===== config.mk =====
export PLATFORM = sky130hd
export DESIGN_NAME = gregorian_date_to_day_count_unit
export DESIGN_NICKNAME = d
export VERILOG_FILES = /design/src/rtl/core/gdc_pkg.sv /design/src/rtl/core/gdc_calc.sv /design/src/rtl/core/gregorian_date_to_day_count_unit.sv
export SDC_FILE = /design/constraint.sdc
export NUM_CORES = 1
export LEC_CHECK = 0
export BUFFER_PORTS_ARGS = -buffer_cell sky130_fd_sc_hd__clkbuf_2
export CORE_MARGIN = 5
export CORE_UTILIZATION = 40
export CTS_CLUSTER_DIAMETER = 60
export DETAILED_ROUTE_END_ITERATION = 16
export GPL_TIMING_DRIVEN = 0
export SYNTH_ARGS = -nofsm -noshare
export SYNTH_HDL_FRONTEND = slang
export SYNTH_SLANG_ARGS = --single-unit

===== constraint.sdc =====
create_clock -name clk -period 17.1 [get_ports clk]
set_clock_uncertainty 0.1 [all_clocks]
set_input_delay 3.42 -clock clk [delete_from_list [all_inputs] [get_ports clk]]
set_output_delay 3.42 -clock clk [all_outputs]
set_load 0.02 [all_outputs]

===== src/rtl/core/gdc_pkg.sv =====
package gdc_pkg;

  localparam int unsigned YEAR_W  = 14;
  localparam int unsigned MONTH_W = 4;
  localparam int unsigned DAY_W   = 5;
  localparam int unsigned COUNT_W = 22;

  localparam logic [YEAR_W-1:0]  YEAR_MAX = YEAR_W'(9999);
  localparam logic [MONTH_W-1:0] MONTH_JAN = MONTH_W'(1);
  localparam logic [MONTH_W-1:0] MONTH_FEB = MONTH_W'(2);
  localparam logic [MONTH_W-1:0] MONTH_DEC = MONTH_W'(12);
  localparam logic [DAY_W-1:0]   FEB_LEAP_DAYS = DAY_W'(29);
  localparam logic [8:0]         DAYS_PER_YEAR = 9'd365;

  // floor(x / 100) = (x * 5243) >> 19, exact for every x below 43699.
  localparam int unsigned DIV100_MUL_W = 13;
  localparam int unsigned DIV100_SHIFT = 19;
  localparam int unsigned DIV100_PROD_W = YEAR_W + DIV100_MUL_W;
  localparam logic [DIV100_MUL_W-1:0] DIV100_MUL = DIV100_MUL_W'(5243);
  localparam int unsigned Q100_W = DIV100_PROD_W - DIV100_SHIFT;

  typedef struct packed {
    logic [YEAR_W-1:0]  year;
    logic [MONTH_W-1:0] month;
    logic [DAY_W-1:0]   day_of_month;
  } gdc_date_t;

  typedef struct packed {
    logic [COUNT_W-1:0] day_number;
    logic               invalid;
  } gdc_result_t;

  function automatic logic [Q100_W-1:0] div100(input logic [YEAR_W-1:0] x);
    logic [DIV100_PROD_W-1:0] prod;
    prod = DIV100_PROD_W'(x) * DIV100_PROD_W'(DIV100_MUL);
    return prod[DIV100_PROD_W-1:DIV100_SHIFT];
  endfunction

  // Days in the whole months before the given month of a common year.
  function automatic logic [8:0] days_before_month(input logic [MONTH_W-1:0] m);
    logic [8:0] d;
    unique case (m)
      4'd1:    d = 9'd0;
      4'd2:    d = 9'd31;
      4'd3:    d = 9'd59;
      4'd4:    d = 9'd90;
      4'd5:    d = 9'd120;
      4'd6:    d = 9'd151;
      4'd7:    d = 9'd181;
      4'd8:    d = 9'd212;
      4'd9:    d = 9'd243;
      4'd10:   d = 9'd273;
      4'd11:   d = 9'd304;
      4'd12:   d = 9'd334;
      default: d = 9'd0;
    endcase
    return d;
  endfunction

  // Month length in a common year; zero for a month code that means nothing.
  function automatic logic [DAY_W-1:0] month_length(input logic [MONTH_W-1:0] m);
    logic [DAY_W-1:0] d;
    unique case (m)
      4'd1, 4'd3, 4'd5, 4'd7, 4'd8, 4'd10, 4'd12: d = 5'd31;
      4'd4, 4'd6, 4'd9, 4'd11:                   d = 5'd30;
      4'd2:                                      d = 5'd28;
      default:                                   d = 5'd0;
    endcase
    return d;
  endfunction

endpackage


===== src/rtl/core/gdc_calc.sv =====
module gdc_calc (
  input  gdc_pkg::gdc_date_t   date,
  output gdc_pkg::gdc_result_t result
);

  logic [gdc_pkg::YEAR_W-1:0]  prior;
  logic [gdc_pkg::Q100_W-1:0]  y_q100;
  logic [gdc_pkg::Q100_W-1:0]  p_q100;
  logic [gdc_pkg::Q100_W-3:0]  y_q400;
  logic [gdc_pkg::Q100_W-3:0]  p_q400;
  logic                        div100;
  logic                        div400;
  logic                        leap;
  logic                        year_ok;
  logic                        month_ok;
  logic                        day_ok;
  logic [gdc_pkg::DAY_W-1:0]   max_day;
  logic [gdc_pkg::COUNT_W-1:0] year_days;
  logic [gdc_pkg::COUNT_W-1:0] count;

  assign prior  = date.year - gdc_pkg::YEAR_W'(1);
  assign y_q100 = gdc_pkg::div100(date.year);
  assign p_q100 = gdc_pkg::div100(prior);
  assign y_q400 = y_q100[gdc_pkg::Q100_W-1:2];
  assign p_q400 = p_q100[gdc_pkg::Q100_W-1:2];

  // A multiple of 100 (or 400) is exactly where the quotient steps up from the
  // previous year.
  assign div100 = (y_q100 != p_q100);
  assign div400 = (y_q400 != p_q400);
  assign leap   = div400 || ((date.year[1:0] == 2'b00) && !div100);

  assign year_ok  = (date.year != '0) && (date.year <= gdc_pkg::YEAR_MAX);
  assign month_ok = (date.month >= gdc_pkg::MONTH_JAN) && (date.month <= gdc_pkg::MONTH_DEC);

  always_comb begin
    max_day = gdc_pkg::month_length(date.month);
    if (leap && (date.month == gdc_pkg::MONTH_FEB)) begin
      max_day = gdc_pkg::FEB_LEAP_DAYS;
    end
  end

  assign day_ok = (date.day_of_month != '0) && (date.day_of_month <= max_day);

  assign year_days = gdc_pkg::COUNT_W'(prior) * gdc_pkg::COUNT_W'(gdc_pkg::DAYS_PER_YEAR);

  assign count = year_days
               + gdc_pkg::COUNT_W'(prior[gdc_pkg::YEAR_W-1:2])
               - gdc_pkg::COUNT_W'(p_q100)
               + gdc_pkg::COUNT_W'(p_q400)
               + gdc_pkg::COUNT_W'(gdc_pkg::days_before_month(date.month))
               + gdc_pkg::COUNT_W'(leap && (date.month > gdc_pkg::MONTH_FEB))
               + gdc_pkg::COUNT_W'(date.day_of_month);

  always_comb begin
    if (year_ok && month_ok && day_ok) begin
      result.day_number = count;
      result.invalid    = 1'b0;
    end else begin
      result.day_number = '0;
      result.invalid    = 1'b1;
    end
  end

endmodule


===== src/rtl/core/gregorian_date_to_day_count_unit.sv =====
// An accepted input transaction passes the input register, then the result register,
// where out_valid rises. Throughput: one transaction per cycle while out_stall is low,
// set by the single registered pass through the date arithmetic; a stalled result holds
// both registers once both are full.
// Reset: synchronous on rst_n low; both valid flags clear and in_stall is held high.
module gregorian_date_to_day_count_unit (
  input  logic                            clk,
  input  logic                            rst_n,
  input  logic                            in_valid,
  output logic                            in_stall,
  input  logic [gdc_pkg::YEAR_W-1:0]      in_year,
  input  logic [gdc_pkg::MONTH_W-1:0]     in_month,
  input  logic [gdc_pkg::DAY_W-1:0]       in_day_of_month,
  output logic                            out_valid,
  input  logic                            out_stall,
  output logic [gdc_pkg::COUNT_W-1:0]     out_day_number,
  output logic                            out_invalid
);

  logic                 s1_valid_r;
  logic                 s1_valid_nxt;
  gdc_pkg::gdc_date_t   s1_date_r;
  logic                 out_valid_r;
  logic                 out_valid_nxt;
  gdc_pkg::gdc_result_t out_res_r;
  gdc_pkg::gdc_result_t calc_res;
  logic                 out_open;
  logic                 s1_open;
  logic                 in_take;

  gdc_calc u_calc (
    .date   (s1_date_r),
    .result (calc_res)
  );

  // The result register frees when empty or when its transaction leaves this cycle.
  assign out_open = !out_valid_r || !out_stall;
  assign s1_open  = !s1_valid_r || out_open;
  assign in_stall = !rst_n || !s1_open;
  assign in_take  = in_valid && !in_stall;

  always_comb begin
    s1_valid_nxt = s1_valid_r;
    if (s1_open) begin
      s1_valid_nxt = in_take;
    end
    out_valid_nxt = out_valid_r;
    if (out_open) begin
      out_valid_nxt = s1_valid_r;
    end
  end

  always_ff @(posedge clk) begin
    if (!rst_n) begin
      s1_valid_r  <= 1'b0;
      out_valid_r <= 1'b0;
    end else begin
      s1_valid_r  <= s1_valid_nxt;
      out_valid_r <= out_valid_nxt;
    end
  end

  always_ff @(posedge clk) begin
    if (in_take) begin
      s1_date_r.year         <= in_year;
      s1_date_r.month        <= in_month;
      s1_date_r.day_of_month <= in_day_of_month;
    end
    if (out_open && s1_valid_r) begin
      out_res_r <= calc_res;
    end
  end

  assign out_valid      = out_valid_r;
  assign out_day_number = out_res_r.day_number;
  assign out_invalid    = out_res_r.invalid;

endmodule


==> out/qor.txt, run 1 <==
status: finished clean
total track usage: 0.165
Final Non-Filler Cells: 1904
fmax: 0.0673 GHz
cell area after synthesis: 13800 um2
share of cells above drive strength 1: 0.0607
Worst Setup EP: out_day_number[21]$_SDFFCE_PN0P_
Clock Sink Count: 60
Layout fillers: 3277
clk root buf: clkbuf_16
Max-slew headroom: 0.0733
Crit. End Element: flip-flop
core area: 34300 um2
CTS tree: built
Nets: 1998
Max stage delay on crit path: 0.80 ns
Ys Warns: 0
Vias/cell: 4.87
Setup Fix Bufs, Post-CTS: 0
vias in the first global route: 9866
RSZ-0062 raised after global routing: no
Worst path most repeated cell: fa_1
global-route wire length before repair: 50600 um
placed cell area: 14700 um2
Post-synth EDFFs: 46
cells after synthesis: 1380
Final period util: 0.869
TritonRoute pass-1 iters: 4
top cell type's share of synthesized area: 0.307
global route overflow: 0
Yosys reg bits: 60
dpl hpwl: 26600 um
die height: 196 um
Mapped Nets: 1934
cell row count: 68
I/O pin count: 52
# resized after CTS: 0
total CTS buffers: 9
via count: 9271
Worst-path clk slew: 0.06 ns
final setup fails: 0
clk_lat worst skew: 0.35 ns
Reg2Reg Launch Point: s1_date_r[9]$_DFFE_PP_
synthesis-to-layout area growth: 8.83%
worst reg2reg setup slack: 2.24 ns
area of the multi-input gates: 10700 um2
Tmin final: 14.86 ns
drt drc: 0
largest net degree at the start of global routing: 25
CTS H-tree lvls: 3
critical path arrival: 14.85 ns
FFs w/ async S/R, synth: 0
CP startpoint: s1_date_r[9]$_DFFE_PP_
Die ar.: 38300 um2
hold buffers post-CTS: 0
setup TNS: 0 ns
Final Max Slew Viols: 0
stages on the worst setup path: 44
Initial Utilization: 0.403
Worst Tran Pin Value: 1.38 ns
fin util: 0.438
Placed Cells incl. Taps: 1888
CP top delay family: adder cells
crit path max fanout: 11
post-synthesis sequential area ratio: 0.120
Yosys top cell by area: fa_1
GP Congestion: 0.908
hold violation count in the final report: 0
hold crit path type: flip-flop to flip-flop
syn_area_per_cell: 10.0 um2
Main synth FF type: edfxtp_1
Worst R2R Path Depth: 44
worst reg2reg path endpoint: out_day_number[21]$_SDFFCE_PN0P_
drt wl/cell: 15.8 um
area occupied by registers: 1660 um2
Synth cell types: 57
clk buf depth: 2
design area: 15000 um2
initial antenna violation count: 0
Max Cap Viol: 0
most area-consuming cells after synthesis: fa_1 31%, ha_1 29%, inv_1 11%
1st-iter DRT viols: 425
critical path required time: 17.10 ns
CP max stage cell: xnor2_1
n_diodes: 0
crit path kind: flip-flop to flip-flop
WL final: 30000 um
Die W: 196 um
CP Launch Type: flip-flop
port buffer count: 51
post-route ant nets: 0
Buf/Inv on CP: 5
## synthesized netlist by cell type (all sizes together), types with 2 or more instances
master / instances
xnor3: 2
o21bai: 4
a2111oi: 3
and2: 3
or2: 6
ha: 315
nand2b: 7
a21oi: 52
clkinv: 2
fa: 212
a21boi: 7
a31oi: 8
o31ai: 3
o32ai: 2
edfxtp: 46
xnor2: 40
nand3: 16
nor3: 15
or3: 2
mux2i: 4
o21ai: 34
inv: 392
a211oi: 4
o211ai: 4
o2111ai: 6
a21o: 14
dfxtp: 14
o211a: 4
nor2: 51
nor2b: 11
nand2: 44
o21a: 6
and3: 9
nor3b: 2
a22oi: 2
xor2: 14
nand4: 5
## worst min path at each step
| stage | cells past startpoint | start | slack (ns) | end |
|---|---|---|---|---|
| after detailed placement | 2 | s1_valid_r$_SDFFE_PN0N_ | 0.40 | out_valid$_SDFFE_PN0P_ |
| after floorplan | 2 | s1_valid_r$_SDFFE_PN0N_ | 0.37 | out_valid$_SDFFE_PN0P_ |
| final | 2 | s1_valid_r$_SDFFE_PN0N_ | 0.41 | out_valid$_SDFFE_PN0P_ |
| after global routing | 2 | s1_valid_r$_SDFFE_PN0N_ | 0.44 | out_valid$_SDFFE_PN0P_ |
| after CTS | 2 | s1_valid_r$_SDFFE_PN0N_ | 0.42 | out_valid$_SDFFE_PN0P_ |
| after global placement | 2 | s1_valid_r$_SDFFE_PN0N_ | 0.39 | out_valid$_SDFFE_PN0P_ |
## layout make-up
type | count | area share
Inverter | 394 | 0.0984
Timing Repair Buffer | 53 | 0.0190
Tap cell | 455 | 0.0379
Clock inverter | 2 | 0.00241
Buffer | 2 | 0.000999
Clock buffer | 14 | 0.0196
Multi-Input combinational cell | 924 | 0.711
Sequential cell | 60 | 0.111
## stage by stage
stage                     setup slack (ns)  hold WS, ns
final                                 2.24        0.410
after global routing                  1.18        0.445
after CTS                             2.28        0.416
after detailed placement              2.32        0.402
after global placement                2.64        0.393
after floorplan                       5.15        0.375
## per-layer routing
metal,track usage,vias up,part of all wire
met2,0.279,118,0.48
met1,0.228,4606,0.47
li1,-,4523,-
met4,0.0339,0,0.014
met3,0.0220,24,0.033
met5,0,-,0
## worst register-to-register path: cells and delay by family (launching register included)
kind            cells  cell delay [ns]
xor+xnor            4             1.76
fa+ha+maj          13             5.77
simple gates        7             1.30
flops               1             0.72
compound gates     15             3.84
buf+inv             5             1.14
## layout by cell type, fill, tap and decap left out, drive strengths merged, types with 2 or more instances in the layout
cell	n
clkinv	2
nor2b	11
nand4	5
xnor3	2
a21oi	52
buf	3
a2111oi	3
and2	3
nor2	51
inv	393
nand3	16
o2111ai	6
o211ai	4
or3	2
o21a	6
ha	315
xnor2	40
o21bai	4
o32ai	2
a22oi	2
and3	9
xor2	14
o21ai	34
fa	212
nand2b	7
or2	6
mux2i	4
edfxtp	46
clkbuf	66
dfxtp	14
a31oi	8
o211a	4
nand2	44
a21boi	7
a211oi	4
nor3b	2
nor3	15
a21o	14
o31ai	3
## cells by family (layout without fill, tap and decap cells)
kind of cell,Yosys count,after routing,share of synthesized area
muxes,5,5,0.00372
and+or+nand+nor,173,173,0.0588
AOI/OAI and AO/OA,163,163,0.0773
buffers and inverters,396,465,0.108
xor gates and xnor gates,56,56,0.0389
DFF,60,60,0.120
adders and majority gates,527,527,0.593
Power of run 1 is not shown: default switching activity piles up to over one toggle a cycle in this logic, so the estimate is an artifact.
==> run 2: changes to the inputs <==
Settings changed: ABC_AREA from default to 1, CTS_CLUSTER_DIAMETER 60 to default.
==> run 2 against run 1 <==
  * Worst hold slack got worse by 0.0040 ns
  * Setup slack gained 1.8 ns
  * Global-route usage grew 1.0 points
  * Critical path type unchanged
  * Flip-flop and latch count unchanged
  * Non-clock buffer count decreased by 2
  * Core utilization is 0.24 points lower
  * Clock-buffer cell count fell by 3
  * Routed wire length rose by 17%
  * Synthesized area grew 10%
  * Register-to-register slack improved by 1.8 ns
==> out/qor.txt, run 2 <==
status: finished clean (unchanged)
drt drc: 0 (unchanged)
Ys Warns: 0 (unchanged)
Fin Hold WS: 0.406 ns (was 0.410 ns)
initial antenna violation count: 0 (unchanged)
Max Cap Viol: 0 (unchanged)
Final Max Slew Viols: 0 (unchanged)
Max stage delay on crit path: 0.97 ns (was 0.80 ns)
CP Launch Type: flip-flop (unchanged)
crit path kind: flip-flop to flip-flop (unchanged)
Worst R2R Path Depth: 49 (was 44)
placed cell area: 16100 um2 (was 14700 um2)
Die ar.: 42000 um2 (was 38300 um2)
top cells by count, synth: 534 x inv_1, 362 x nand2_1, 315 x ha_1 (was 392 x inv_1, 315 x ha_1, 212 x fa_1)
design area: 16400 um2 (was 15000 um2)
worst reg2reg setup slack: 4.07 ns (was 2.24 ns)
hold crit path type: flip-flop to flip-flop (unchanged)
Layout fillers: 3788 (was 3277)
Crit. End Element: flip-flop (unchanged)
Compound-Gate Fraction of Synth Area: 0.0479 (was 0.0773)
Worst-path clk slew: 0.05 ns (was 0.06 ns)
syn_area_per_cell: 8.23 um2 (was 10.0 um2)
Worst path most repeated cell: nand2_1 (was fa_1)
fmax: 0.0767 GHz (was 0.0673 GHz)
WL final: 35000 um (was 30000 um)
hold buffers post-CTS: 0 (unchanged)
synthesis-to-layout area growth: 7.82% (was 8.83%)
area of the multi-input gates: 11500 um2 (was 10700 um2)
CP top delay family: adder cells (unchanged)
Hold Crit Start: out_valid$_SDFFE_PN0P_ (was s1_valid_r$_SDFFE_PN0N_)
largest net degree at the start of global routing: 27 (was 25)
hold path depth: 2 (unchanged)
post-synthesis sequential area ratio: 0.109 (was 0.120)
XOR/XNOR Fraction of Synth Area: 0.0144 (was 0.0389)
clk buf depth: 2 (unchanged)
Yosys reg bits: 60 (unchanged)
Tmin final: 13.03 ns (was 14.86 ns)
Yosys top cell by area: fa_1 (unchanged)
die height: 205 um (was 196 um)
area occupied by registers: 1660 um2 (unchanged)
total track usage: 0.175 (was 0.165)
clk_lat worst skew: 0.34 ns (was 0.35 ns)
setup TNS: 0 ns (unchanged)
GP Congestion: 0.876 (was 0.908)
total CTS buffers: 9 (unchanged)
critical path arrival: 13.12 ns (was 14.85 ns)
Mapped Nets: 2400 (was 1934)
Reg2Reg Launch Point: s1_date_r[9]$_DFFE_PP_ (unchanged)
critical path required time: 17.19 ns (was 17.10 ns)
global route overflow: 0 (unchanged)
top cell type's share of synthesized area: 0.279 (was 0.307)
clk root buf: clkbuf_16 (unchanged)
I/O pin count: 52 (unchanged)
largest family of logic cells by synthesized area: adder cells (unchanged)
Clock Sink Count: 60 (unchanged)
Synth Area in Adders: 0.539 (was 0.593)
via count: 11.4k (was 9271)
# resized after CTS: 0 (unchanged)
most frequent cells in the layout: 534 x inv_1, 362 x nand2_1, 315 x ha_1 (was 392 x inv_1, 315 x ha_1, 212 x fa_1)
CTS tree: built (unchanged)
cell row count: 71 (was 68)
Nets: 2463 (was 1998)
share of cells above drive strength 1: 0.0559 (was 0.0607)
fin util: 0.436 (was 0.438)
Die W: 205 um (was 196 um)
port buffer count: 51 (unchanged)
most area-consuming cells after synthesis: fa_1 28%, ha_1 26%, inv_1 13% (was fa_1 31%, ha_1 29%, inv_1 11%)
RSZ-0062 raised after global routing: no (unchanged)
post-route ant nets: 0 (unchanged)
top-count cell post-synth: inv_1 (unchanged)
drt wl/cell: 14.4 um (was 15.8 um)
final setup fails: 0 (unchanged)
Setup Fix Bufs, Post-CTS: 0 (unchanged)
Synth cell types: 39 (was 57)
commonest non-fill, non-tap cell in the layout: inv_1 (unchanged)
Final period util: 0.762 (was 0.869)
hold violation count in the final report: 0 (unchanged)
Post-synth EDFFs: 46 (unchanged)
cell area after synthesis: 15200 um2 (was 13800 um2)
Worst Tran Pin Value: 1.28 ns (was 1.38 ns)
dpl hpwl: 31800 um (was 26600 um)
Simple-Gate Fraction of Synth Area: 0.157 (was 0.0588)
Initial Utilization: 0.404 (was 0.403)
1st-iter DRT viols: 500 (was 425)
CP max stage cell: xor2_1 (was xnor2_1)
core area: 37600 um2 (was 34300 um2)
TritonRoute pass-1 iters: 5 (was 4)
worst reg2reg path endpoint: out_day_number[16]$_SDFFCE_PN0P_ (was out_day_number[21]$_SDFFCE_PN0P_)
global-route wire length before repair: 58800 um (was 50600 um)
crit path max fanout: 11 (unchanged)
cells after synthesis: 1846 (was 1380)
Max-slew headroom: 0.142 (was 0.0733)
FFs w/ async S/R, synth: 0 (unchanged)
Hold Crit Endpoint: out_valid$_SDFFE_PN0P_ (unchanged)
n_diodes: 0 (unchanged)
Main synth FF type: edfxtp_1 (unchanged)
Buf/Inv on CP: 7 (was 5)
vias in the first global route: 11.8k (was 9866)
Vias/cell: 4.70 (was 4.87)
CTS H-tree lvls: 3 (unchanged)
post-synthesis mux area share: 0 (was 0.00372)
==> run 2: area by class of cell <==
type	count	share of cell area
Buffer	1	0.000306
Clock buffer	11	0.0142
Clock inverter	5	0.00168
Inverter	536	0.123
Multi-Input combinational cell	1249	0.704
Sequential cell	60	0.101
Tap cell	511	0.0390
Timing Repair Buffer	52	0.0165
==> run 2: per-stage QoR <==
stage,setup WS [ns],instances
2_1_floorplan,6.60,1846
3_3_place_gp,4.15,2408
3_5_place_dp,4.08,2409
4_1_cts,4.00,2425
5_1_grt,3.12,2425
6_report,4.07,2425
==> run 2: logic make-up after synthesis <==
kind of cell    count (synthesis)
compound gates                135
simple gates                  562
xor+xnor                       25
buf+inv                       537
fa+ha+maj                     527
flops                          60
==> run 2: worst max-delay path by stage <==
stage | start | endpoint | slack (ns) | depth (start not counted)
2_1_floorplan | s1_date_r[9]$_DFFE_PP_ | out_day_number[16]$_SDFFCE_PN0P_ | 6.60 | 52
3_3_place_gp | s1_date_r[9]$_DFFE_PP_ | out_day_number[16]$_SDFFCE_PN0P_ | 4.15 | 52
3_5_place_dp | s1_date_r[9]$_DFFE_PP_ | out_day_number[16]$_SDFFCE_PN0P_ | 4.08 | 49
4_1_cts | s1_date_r[9]$_DFFE_PP_ | out_day_number[16]$_SDFFCE_PN0P_ | 4.00 | 49
5_1_grt | s1_date_r[9]$_DFFE_PP_ | out_day_number[16]$_SDFFCE_PN0P_ | 3.12 | 49
6_report | s1_date_r[9]$_DFFE_PP_ | out_day_number[16]$_SDFFCE_PN0P_ | 4.07 | 49
==> run 2: per-layer routing <==
metal,routed length [um],GRT usage
met5,0,0
met2,16600,0.299
met3,1360,0.0261
met1,16600,0.240
met4,450,0.0297
==> run 2: worst reg2reg max path: cells and delay by family (launching register included) <==
family          cells  cell delay [ns]
fa+ha+maj          15             6.11
compound gates      8             1.42
flops               1             0.79
xor+xnor            1             0.97
buf+inv             7             1.10
simple gates       18             2.38
Power of run 2 is left out for the same reason.
